--- config.mk ---
export PLATFORM = sky130hd
export DESIGN_NAME = hsc_ctrl
export DESIGN_NICKNAME = d
export VERILOG_FILES = /design/src/rtl/hsc_pkg.sv /design/src/rtl/hsc_ctrl.sv
export VERILOG_INCLUDE_DIRS = /design/src /design/src/rtl
export SDC_FILE = /design/constraint.sdc
export NUM_CORES = 1
export LEC_CHECK = 0
export BUFFER_PORTS_ARGS = -buffer_cell sky130_fd_sc_hd__buf_2
export CAP_MARGIN = 30
export CORE_AREA = 2 2 39 41
export DETAILED_ROUTE_END_ITERATION = 8
export DIE_AREA = 0 0 41 43
export GPL_TIMING_DRIVEN = 0
export PLACE_DENSITY = 0.69
export SLEW_MARGIN = 20
export SYNTH_ARGS = -nofsm -noshare
export SYNTH_HDL_FRONTEND = slang
export SYNTH_SLANG_ARGS = --single-unit
--- constraint.sdc ---
create_clock -name clk -period 2.44 [get_ports clk]
set_clock_uncertainty 0.15 [all_clocks]
set_input_delay 0.488 -clock clk [delete_from_list [all_inputs] [get_ports clk]]
set_output_delay 0.488 -clock clk [all_outputs]
set_load 0.02 [all_outputs]
--- src/rtl/assert_macros.svh ---
// ---------------------------------------------------------------------------
// Assertion macros for the histogram statistics core
// Clocked property checks; empty when SYNTH is defined.
// ---------------------------------------------------------------------------
`ifndef ASSERT_MACROS_SVH
`define ASSERT_MACROS_SVH
`ifndef SYNTH
`define HSC_ASSERT(label, clk, rst, prop) \
  label: assert property (@(posedge clk) disable iff (rst) prop) \
    else $error("assertion failed");
`define HSC_ASSERT_ALWAYS(label, clk, prop) \
  label: assert property (@(posedge clk) prop) else $error("assertion failed");
`else
`define HSC_ASSERT(label, clk, rst, prop)
`define HSC_ASSERT_ALWAYS(label, clk, prop)
`endif
`endif

--- src/rtl/hsc_pkg.sv ---
// ---------------------------------------------------------------------------
// hsc_pkg
// Types, widths and codes shared by the histogram statistics core.
// ---------------------------------------------------------------------------
package hsc_pkg;

  localparam int BIN_COUNT_DEF   = 4096;
  localparam int COUNT_WIDTH_DEF = 32;

  // internal arithmetic widths, sized for the largest bin count
  localparam int CNT_ACC_W  = 48;
  localparam int SUM_W      = 64;
  localparam int DEV_W      = 24;
  localparam int SQ_W       = 48;
  localparam int MUL1_W     = 56;
  localparam int ACC_W      = 96;
  localparam int DIV_NUM_W  = 96;
  localparam int DIV_DEN_W  = 56;
  localparam int DIV_Q_W    = 32;
  localparam int ORG_W      = 17;
  localparam int CFG_IDX_W  = 3;
  localparam int CFG_DATA_W = 32;

  localparam logic [DIV_Q_W-1:0] MEAN_CAP = 32'h000F_FFFF;
  localparam logic [DIV_Q_W-1:0] VAR_CAP  = 32'h7FFF_FFFF;

  typedef enum logic [CFG_IDX_W-1:0] {
    CFG_RANGE_BEGIN      = 3'd0,
    CFG_RANGE_END        = 3'd1,
    CFG_SEARCH_ORIGIN    = 3'd2,
    CFG_ORIGIN_FROM_MEAN = 3'd3,
    CFG_RUN_LENGTH       = 3'd4,
    CFG_BIN_THRESHOLD    = 3'd5
  } cfg_idx_t;

  typedef enum logic [1:0] {
    OP_STAT = 2'd0,
    OP_VAR  = 2'd1,
    OP_DOWN = 2'd2,
    OP_UP   = 2'd3
  } op_t;

  typedef struct packed {
    logic [11:0] range_begin;
    logic [12:0] range_end;
    logic [11:0] search_origin;
    logic        origin_from_mean;
    logic [11:0] run_length;
    logic [31:0] bin_threshold;
  } cfg_t;

  typedef struct packed {
    logic [15:0] strip_number;
    logic [31:0] bin_count;
    logic        is_last;
  } bin_item_t;

  typedef struct packed {
    logic [15:0] strip_id_out;
    logic [43:0] total_count;
    logic [55:0] weighted_sum;
    logic [19:0] mean_value;
    logic [30:0] variance_value;
    logic        empty_flag;
    logic [11:0] lower_cutoff;
    logic [11:0] upper_cutoff_end;
    logic [11:0] upper_cutoff_before;
    logic        lower_found;
    logic        upper_found;
  } result_item_t;

  // controller to datapath
  typedef struct packed {
    logic load_open;
    logic op_start;
    op_t  op;
    logic div_start;
    logic div_var;
    logic out_load;
    logic clear;
  } cmd_t;

  // datapath to controller
  typedef struct packed {
    logic last_in;
    logic op_done;
    logic div_done;
    logic empty;
    logic out_free;
    logic busy;
  } sts_t;

endpackage

--- src/rtl/hsc_ctrl.sv ---
// ---------------------------------------------------------------------------
// hsc_ctrl
// Sequencer: load, statistics passes, divisions, cutoff searches, result.
// ---------------------------------------------------------------------------
`include "assert_macros.svh"

module hsc_ctrl (
  input  logic          clk,
  input  logic          rst,
  input  hsc_pkg::sts_t sts,
  output hsc_pkg::cmd_t cmd
);
  typedef enum logic [3:0] {
    S_LOAD, S_STAT, S_MDIV, S_VAR, S_VDIV, S_DOWN, S_UP, S_OUT, S_DONE
  } state_t;

  state_t state;

  // hold state and registered commands
  always_ff @(posedge clk) begin
    if (rst) begin
      state         <= S_LOAD;
      cmd           <= '0;
      cmd.load_open <= 1'b1;
    end else begin
      cmd.op_start  <= 1'b0;
      cmd.div_start <= 1'b0;
      cmd.out_load  <= 1'b0;
      cmd.clear     <= 1'b0;
      case (state)
        S_LOAD: begin
          if (sts.last_in) begin
            cmd.load_open <= 1'b0;
            cmd.op_start  <= 1'b1;
            cmd.op        <= hsc_pkg::OP_STAT;
            state         <= S_STAT;
          end
        end
        S_STAT: begin
          if (sts.op_done) begin
            if (sts.empty) begin
              cmd.op_start <= 1'b1;
              cmd.op       <= hsc_pkg::OP_DOWN;
              state        <= S_DOWN;
            end else begin
              cmd.div_start <= 1'b1;
              cmd.div_var   <= 1'b0;
              state         <= S_MDIV;
            end
          end
        end
        S_MDIV: begin
          if (sts.div_done) begin
            cmd.op_start <= 1'b1;
            cmd.op       <= hsc_pkg::OP_VAR;
            state        <= S_VAR;
          end
        end
        S_VAR: begin
          if (sts.op_done) begin
            cmd.div_start <= 1'b1;
            cmd.div_var   <= 1'b1;
            state         <= S_VDIV;
          end
        end
        S_VDIV: begin
          if (sts.div_done) begin
            cmd.op_start <= 1'b1;
            cmd.op       <= hsc_pkg::OP_DOWN;
            state        <= S_DOWN;
          end
        end
        S_DOWN: begin
          if (sts.op_done) begin
            cmd.op_start <= 1'b1;
            cmd.op       <= hsc_pkg::OP_UP;
            state        <= S_UP;
          end
        end
        S_UP: begin
          if (sts.op_done) begin
            state <= S_OUT;
          end
        end
        S_OUT: begin
          if (sts.out_free) begin
            cmd.out_load <= 1'b1;
            cmd.clear    <= 1'b1;
            state        <= S_DONE;
          end
        end
        S_DONE: begin
          cmd.load_open <= 1'b1;
          state         <= S_LOAD;
        end
        default: begin
          state <= S_LOAD;
        end
      endcase
    end
  end

  `HSC_ASSERT(a_open_only_loading, clk, rst, (state == S_LOAD) == cmd.load_open)
  `HSC_ASSERT(a_start_when_idle, clk, rst, cmd.op_start |-> !sts.busy)
  `HSC_ASSERT(a_done_single, clk, rst, sts.op_done |=> !sts.op_done)

endmodule

======== After elaboration in Yosys (flattened, before gate mapping) ========
Index checks and enable logic that the tools add are counted.
storage, ports and cells
  register bits after elaboration ......... 12
  bits of input ports ..................... 8
  output and inout bits ................... 8
  logic and storage cells ................. 58
operators by class
  equality and inequality tests ........... 18
  muxes and demuxes ....................... 22
  bitwise operators ....................... 1
  reductions and logical operators ........ 9
operators by type and width
  cell                  number
  $mux W4               9
  $pmux W4 S8           1
  $ne A2 B2 Y1 const B  10
  $eq A4 B3 Y1 const B  4
  $mux W3               5
  $pmux W3 S5           1
  $eq A4 B2 Y1 const B  2
  $reduce_and A8 Y1     1
  $reduce_and A7 Y1     1
  $mux W2               3
  $mux W5               1
  $reduce_bool A5 Y1    1
  $eq A4 B1 Y1 const B  1
  $eq A4 B4 Y1 const B  1
  $logic_not A4 Y1      1
  $pmux W2 S2           1
  $reduce_and A4 Y1     1
  $reduce_bool A2 Y1    2
  $pmux W1 S2           1
  $reduce_and A2 Y1     1
  $reduce_or A2 Y1      1
  $not A1 Y1            1

======== Logic depth before layout (Yosys ltp) ========
Gate-level depths: netlist of run 1.
  depth after elaboration ................. 3
  depth in mapped cells ................... 6
  depth with buffers taken out ............ 4

======== Worst setup path after synthesis of run 1 ========
Ideal clock, no wire load.
  path type ............................... input to register
  start point ............................. input port sts[2] (netlist name)
  end point ............................... register cmd[4] (netlist name)
  library setup time ...................... 115 ps
  arrival time ............................ 1,143 ps
  data required time ...................... 2,175 ps
  path slack .............................. 1,032 ps
  stages on the path ...................... 4
  path buffers ............................ 0
  cell sequence ........................... nor4b_1 and2b_1 nor3b_1 o21ba_2
between the ends
  longest elaborated chain between the ends .. 2
RTL lines
  element                             RTL line        RTL
  from (decl)                         hsc_ctrl.sv:10  input hsc_pkg::sts_t sts,
  $ne A2 B2 Y1 (no source line)       n/a
  $reduce_and A7 Y1 (no source line)  n/a
  to (decl)                           hsc_ctrl.sv:11  output hsc_pkg::cmd_t cmd
No other way between the ends.
A chain may end at the register's enable or synchronous reset.

======== Worst setup path after layout of run 1 ========
  start point ............................. register state[3]
  end point ............................... register cmd[4] (netlist name)
between the ends
  longest elaborated chain between the ends .. 3
  elaborated cells on any way between the ends .. 14
  classes of those cells .................. 10 x eq/ne; 1 x mux; 3 x reduce/logical
RTL lines
  element                                                              RTL line        RTL
  from (decl)                                                          hsc_ctrl.sv:17  state_t state;
  from (signal assigned)                                               hsc_ctrl.sv:22  state <= S_LOAD;
  from (signal assigned)                                               hsc_ctrl.sv:36  state <= S_STAT;
  from (signal assigned)                                               hsc_ctrl.sv:44  state <= S_DOWN;
  $eq A4 B3 Y1 (tied with other cells)                                 hsc_ctrl.sv:30  case (state)
  $reduce_bool A5 Y1 (no source line) or $ne A2 B2 Y1 (tied branches)  n/a
  $reduce_and A7 Y1 (no source line)                                   n/a
Several ways; a longest one is shown, not always the timed one.

==> flow_summary.yaml, run 1 <==
run_status:
  outcome: "completed"
finish:
  layout.nets: 99
  design_area_um2: 705.7
  insertedDiodeCount: 0
  area_growth_pct: 18.74
  drive_gt1_share_pct: 28.89
  nFillCells: 145
power:
  ir_drop_uv: 401.9
  swShare_pct: 30.88
  clkPwrFrac_pct: 26.5
  p_int_w: 0.0003102
  p_seq_share_pct: 45.2
  power_switching_w: 0.0001386
  leakagePower_nw: 0.3042
  comb_power_share_pct: 28.3
  powerDensity_nw_per_um2: 636.1
placed_design:
  place_area_um2: 679.4
  gp_congestion: 0.8246
  numPortBuffers: 13
  post-dp-hpwl_um: 890.4
clock_network:
  cts_tree: "built"
  cts_sinks: 11
  ctsResizeCount: 0
  holdBufCountCts: 0
  htree_levels: 1
  cts_buffer_depth: 2
  clk_pin_slew_ns: 0.07
  cts_made_buffers: 3
  cts_root_buf: "clkbuf_4"
  clk-insertion-delay-late_ns: 0.26
  post_cts_buffers: 0
timing:
  relSlewSlack_pct: 65.07
  setup_tns_ns: 0
  fmax_ghz: 0.6465
  slew_viol_final: 0
  hold_viol: 0
  finalCriticalPeriod_ns: 1.547
  period_share_pct: 63.40
  grt_setup_unrepaired: "false"
  finalSetupViolations: 0
  max_slew.worst_pin.slew_ns: 0.5191
flow_run:
  drv_cap: 0
synth:
  synthTopCellsByCount: "dfxtp_1 (11), nand2_1 (7), nor3_1 (7)"
  avgSynthCellArea_um2: 8.141
  syn_nets: 81
  synth_warnings: 0
  yosysTopAreaCellShare_pct: 37.05
  yosysMostFrequentCell: "dfxtp_1"
  synth_area_um2: 594.3
  synth_top_area_cell: "dfxtp_1"
  synth_area_leaders: "dfxtp_1 (37%), nor3_1 (5.9%), a21oi_1 (5.1%)"
  synth_edf_count: 0
  synthArstFlopShare_pct: 0
  synth_flop_cell: "dfxtp_1"
  synth_cell_types: 31
  ys_ff_latch: 11
  synth_cells: 73
  ys_seq_area_share_pct: 37.05
worst_setup_path:
  crit_buf_inv: 1
  crit_family: "simple AND/OR/NAND/NOR gates"
  cpPeakStageDelay_ns: 0.51
  cp-startpoint: "state[3]$_SDFFE_PP0P_"
  worstRegToRegCells: 4
  crit_required_ns: 2.45
  reg2reg_to: "cmd[4]$_SDFFE_PP0P_"
  worst_r2r_startpoint: "state[3]$_SDFFE_PP0P_"
  crit_type: "reg -> reg"
  r2r_slack_ns: 0.89
  crit_fanout: 10
  endpoint_kind: "flop"
  start_kind: "flop"
  cp_slowest_cell: "nor4_1"
  crit_arrival_ns: 1.56
  worstPathCellList: "buf_2, nor4_1, nor3b_1, o21ba_2"
floorplan:
  dieArea_um2: 1763
  dieHeight_um: 43
  rows: 14
  initial_utilization_pct: 42.95
  io_pins: 16
  die_w_um: 41
  coreArea_um2: 1384
worst_hold_path:
  worst_hold_path.endpoint: "cmd[2]$_SDFFE_PP0P_"
  holdPathStages: 2
  min_from: "cmd[2]$_SDFFE_PP0P_"
  hold_class: "reg -> reg"
grt:
  grt_pass1_vias: 507
  grt_usage_pct: 16.57
  globalRoute.totalOverflow: 0
  antenna_found_initial: 0
  grt_max_degree: 11
  grt_pass1_wl_um: 2042
routing:
  dr.pass1.iters: 4
  via_per_inst: 5.406
  vias: 573
  drc_errors: 0
  wl_per_cell_um: 11.97
  wl_um: 1269
  initialDrtViolationCount: 19
  ant_nets: 0
[power groups by stage]
| stage | sequential [W] | combinational [W] | clock (W) |
|---|---|---|---|
| floorplan | 0.000217 | 0.0000831 | 0 |
| global placement | 0.000206 | 0.000123 | 0 |
| detailed placement | 0.000207 | 0.000124 | 0 |
| CTS | 0.000202 | 0.000126 | 0.000126 |
| global route | 0.000205 | 0.000138 | 0.000135 |
| finish | 0.000203 | 0.000127 | 0.000119 |
[routing by layer]
| layer | global-route usage [%] | vias to the layer above | routed length [um] |
|---|---|---|---|
| met1 | 21.64 | 265 | 594 |
| li1 | - | 297 | - |
| met3 | 3.665 | 2 | 46 |
| met4 | 9.333 | 0 | 12 |
| met5 | 0 | - | 0 |
| met2 | 24.06 | 9 | 616 |
[kinds of logic after synthesis]
kind of cell,count (synthesis),share of synthesized area (%)
AOI/OAI and AO/OA,18,19.16
buffers and inverters,10,10.10
DFF,11,37.05
muxes,1,1.684
and+or+nand+nor,33,32.00
[area by class of cell]
type	count	area [um^2]	share of cell area [%]
inverters	2	7.507	1.064
flip-flops and latches	11	220.2	31.21
clock buffers	4	26.28	3.723
multi-input cells	52	314.1	44.50
well taps	16	20.02	2.837
plain buffers	8	52.55	7.447
repair buffers	13	65.06	9.220
[worst reg2reg max path, stage by stage, from the launching register on]
cell and delay (ns):
dfxtp_1 0.31, buf_2 0.17, nor4_1 0.51, nor3b_1 0.10
o21ba_2 0.21
[worst max-delay path by stage]
stage,to,slack (ns),cells past startpoint
after detailed placement,cmd[4]$_SDFFE_PP0P_,0.78,5
final,cmd[4]$_SDFFE_PP0P_,0.89,4
after global routing,cmd[4]$_SDFFE_PP0P_,0.78,5
after global placement,cmd[4]$_SDFFE_PP0P_,0.76,5
after floorplan,cmd[4]$_SDFFE_PP0P_,1.03,4
after CTS,cmd[4]$_SDFFE_PP0P_,0.88,4
[stage by stage]
stage / instances / utilization [%] / power (W) / setup slack, ns / hold slack [ns]
CTS: 106 / 50.99 / 0.0004539 / 0.8774 / 0.3294
floorplan: 73 / - / 0.0002999 / 1.032 / 0.3995
detailed placement: 102 / 49.10 / 0.0003312 / 0.7827 / 0.3151
global route: 106 / 50.99 / 0.0004778 / 0.7778 / 0.3650
finish: 106 / 50.99 / 0.0004489 / 0.8932 / 0.3267
global placement: 102 / 49.10 / 0.0003297 / 0.7650 / 0.3107
[placed cells by master (no fill, tap or decap), types with 2 or more instances in the layout]
cell type	count
buf_2	16
dfxtp_1	11
nand2_1	7
nor3_1	7
nor2_1	6
a21oi_1	6
o21ai_0	4
buf_4	3
clkbuf_4	3
nor4_1	2
inv_1	2
a31oi_1	2
[state kept, by name, indices dropped and copies added, names as in the netlist]
signal	cells
state	4
cmd	7
No activity file was read; power rests on OpenSTA's default activity.
==> inputs of run 2 (changes only) <==
--- a/config.mk
+++ b/config.mk
@@ -6,13 +6,14 @@
 export SDC_FILE = /design/constraint.sdc
 export NUM_CORES = 1
 export LEC_CHECK = 0
+export ABC_AREA = 1
 export BUFFER_PORTS_ARGS = -buffer_cell sky130_fd_sc_hd__buf_2
 export CAP_MARGIN = 30
-export CORE_AREA = 2 2 39 41
+export CORE_MARGIN = 2
+export CORE_UTILIZATION = 45
 export DETAILED_ROUTE_END_ITERATION = 8
-export DIE_AREA = 0 0 41 43
 export GPL_TIMING_DRIVEN = 0
-export PLACE_DENSITY = 0.69
+export PLACE_DENSITY = 0.71
 export SLEW_MARGIN = 20
 export SYNTH_ARGS = -nofsm -noshare
 export SYNTH_HDL_FRONTEND = slang
==> constraint.sdc (replaced) <==
create_clock -name clk -period 1.4 [get_ports clk]
set_clock_uncertainty 0.15 [all_clocks]
set_input_delay 0.28 -clock clk [delete_from_list [all_inputs] [get_ports clk]]
set_output_delay 0.28 -clock clk [all_outputs]
set_load 0.02 [all_outputs]
==> flow_summary.yaml, run 2 <==
routing:
  vias: 733
  dr.pass1.iters: 4
  drc_errors: 0
  via_per_inst: 5.350
  wl_um: 1751
  wl_per_cell_um: 12.78
  ant_nets: 0
  initialDrtViolationCount: 7
synth:
  synth_flop_cell: "dfxtp_1"
  synth_cell_types: 18
  avgSynthCellArea_um2: 6.446
  ys_seq_area_share_pct: 34.51
  synthArstFlopShare_pct: 0
  syn_nets: 107
  synth_area_um2: 638.1
  synth_cells: 99
  yosysMostFrequentCell: "nand2_1"
  synth_edf_count: 0
  synth_top_area_cell: "dfxtp_1"
  synth_area_leaders: "dfxtp_1 (35%), nand3_1 (14%), nand2_1 (14%)"
  synthTopCellsByCount: "nand2_1 (23), nand3_1 (18), dfxtp_1 (11), nor2_1 (11), inv_1 (8)"
  synth_warnings: 0
  yosysTopAreaCellShare_pct: 34.51
  ys_ff_latch: 11
worst_setup_path:
  r2r_slack_ns: -0.04
  crit_type: "reg -> reg"
  start_kind: "flop"
  cp_common_cell: "nor2_4"
  worstPathCellList: "inv_4, nor2_4, nand3_2, nand2_2, nor2_4, a21oi_1, nor2_1"
  endpoint_kind: "flop"
  cpPeakStageDelay_ns: 0.39
  crit_arrival_ns: 1.47
  crit_family: "simple AND/OR/NAND/NOR gates"
  worstRegToRegCells: 7
  crit_fanout: 8
  crit_required_ns: 1.43
  crit_buf_inv: 1
  cp_slowest_cell: "dfxtp_4"
  worst_r2r_startpoint: "state[2]$_SDFFE_PP0P_"
  reg2reg_to: "state[1]$_SDFFE_PP0P_"
run_status:
  violations: "negative setup slack"
  outcome: "complete, but fails checks"
finish:
  nFillCells: 108
  insertedDiodeCount: 0
  seqCellArea_um2: 232.7
  multi_input_comb_area_um2: 456.7
  final_cell_mix: "nand2_1 (18), buf_2 (14), nand3_2 (9), nor2_1 (9), nand3_1 (8)"
  area_growth_pct: 45.29
  layout_commonest_cell: "nand2_1"
  largest_reg_flops: 7
  layout.nets: 131
  design_area_um2: 927.1
  regMostFlops: "cmd"
  finalNonFillerCells: 137
  reg_top3: "cmd x7, state x4"
  drive_gt1_share_pct: 47.54
power:
  power_switching_w: 0.0008745
  ir_drop_uv: 1099
  p_int_w: 0.0009852
  leakagePower_nw: 0.4501
  clkPwrFrac_pct: 12.0
  powerDensity_nw_per_um2: 2006
  comb_power_share_pct: 60.5
  swShare_pct: 47.02
  p_seq_share_pct: 27.5
floorplan:
  initial_utilization_pct: 48.43
  die_w_um: 41.66
  dieArea_um2: 1735
  dieHeight_um: 41.66
  io_pins: 16
  coreArea_um2: 1318
  rows: 13
grt:
  antenna_found_initial: 0
  grt_pass1_vias: 616
  grt_usage_pct: 19.08
  grt_pass1_wl_um: 2553
  grt_max_degree: 11
  globalRoute.totalOverflow: 0
clock_network:
  cts_buffer_depth: 2
  clk-insertion-delay-late_ns: 0.28
  cts_root_buf: "clkbuf_4"
  cts_tree: "built"
  htree_levels: 1
  clk_pin_slew_ns: 0.08
  cts_sinks: 11
  cts_made_buffers: 3
  holdBufCountCts: 0
timing:
  hold_viol: 0
  fmax_ghz: 0.6924
  slew_viol_final: 0
  grt_setup_unrepaired: "true"
  max_slew.worst_pin.slew_ns: 0.2856
  finalCriticalPeriod_ns: 1.444
  relSlewSlack_pct: 80.79
  setup_ws_ns: -0.04434
  finalSetupViolations: 3
  period_share_pct: 103.2
worst_hold_path:
  min_from: "rst"
  hold_class: "in -> reg"
  holdPathStages: 2
  worst_hold_path.endpoint: "state[3]$_SDFFE_PP0P_"
placed_design:
  numPortBuffers: 14
  place_area_um2: 726.9
  post-dp-hpwl_um: 1079
  placed_cells: 128
  gp_congestion: 0.8173
flow_run:
  drv_cap: 0
-- run 2: per-stage QoR --
| step | power, W | hold WS [ns] | setup slack (ns) | utilization, % | TNS, ns |
|---|---|---|---|---|---|
| 2_1_floorplan | 0.001099 | 0.1994 | 0.05796 | - | 0 |
| 3_3_place_gp | 0.001253 | 0.2890 | -0.07442 | 55.18 | -0.2511 |
| 3_5_place_dp | 0.001264 | 0.2992 | -0.1044 | 55.18 | -0.3505 |
| 4_1_cts | 0.001535 | 0.1008 | 0.005051 | 59.35 | 0 |
| 5_1_grt | 0.002005 | 0.1033 | -0.1182 | 70.37 | -0.5120 |
| 6_report | 0.001860 | 0.1039 | -0.04434 | 70.37 | -0.09595 |
-- run 2: how the worst max path moves through the flow --
stage,startpoint,to,slack [ns],cells past startpoint
global placement,state[3]$_SDFFE_PP0P_,cmd[5]$_SDFFE_PP0P_,-0.07,7
floorplan,state[3]$_SDFFE_PP0P_,cmd[5]$_SDFFE_PP0P_,0.06,7
global route,state[2]$_SDFFE_PP0P_,state[0]$_SDFFE_PP0P_,-0.12,8
detailed placement,state[3]$_SDFFE_PP0P_,cmd[5]$_SDFFE_PP0P_,-0.10,7
CTS,state[3]$_SDFFE_PP0P_,state[2]$_SDFFE_PP0P_,0.005,7
finish,state[2]$_SDFFE_PP0P_,state[1]$_SDFFE_PP0P_,-0.04,7
-- run 2: logic make-up after synthesis --
logic type | synth area share (%)
and+or+nand+nor | 47.26
DFF | 34.51
buffers and inverters | 10.00
AOI/OAI and AO/OA | 8.235
-- run 2: final cells by class --
class	count	share of cell area, %
Clock buffer	4	2.834
Timing Repair Buffer	19	12.96
Multi-Input combinational cell	73	49.26
Sequential cell	11	25.10
Buffer	2	2.024
Inverter	13	5.803
Tap cell	15	2.024
-- run 2: power by group through the flow --
stage | sequential, W | clock (W) | combinational (W)
after global placement | 0.000484 | 0 | 0.000768
after global routing | 0.000525 | 0.000246 | 0.00123
after floorplan | 0.000539 | 0 | 0.000560
final | 0.000511 | 0.000224 | 0.00112
after CTS | 0.000491 | 0.000229 | 0.000815
after detailed placement | 0.000485 | 0 | 0.000780
-- run 2: timing repair --
item	in CTS	in global routing
setup endpoints to repair	7	6
pin swaps	0	12
buffers inserted	0	5
resized for setup	10	25
-- run 2: per-layer routing --
layer	share of wire, %	wire [um]	GRT usage (%)
met5	0	0	0
met4	4.9	85	13.55
met3	3.2	56	2.609
met2	48	842	27.50
met1	44	767	25.88
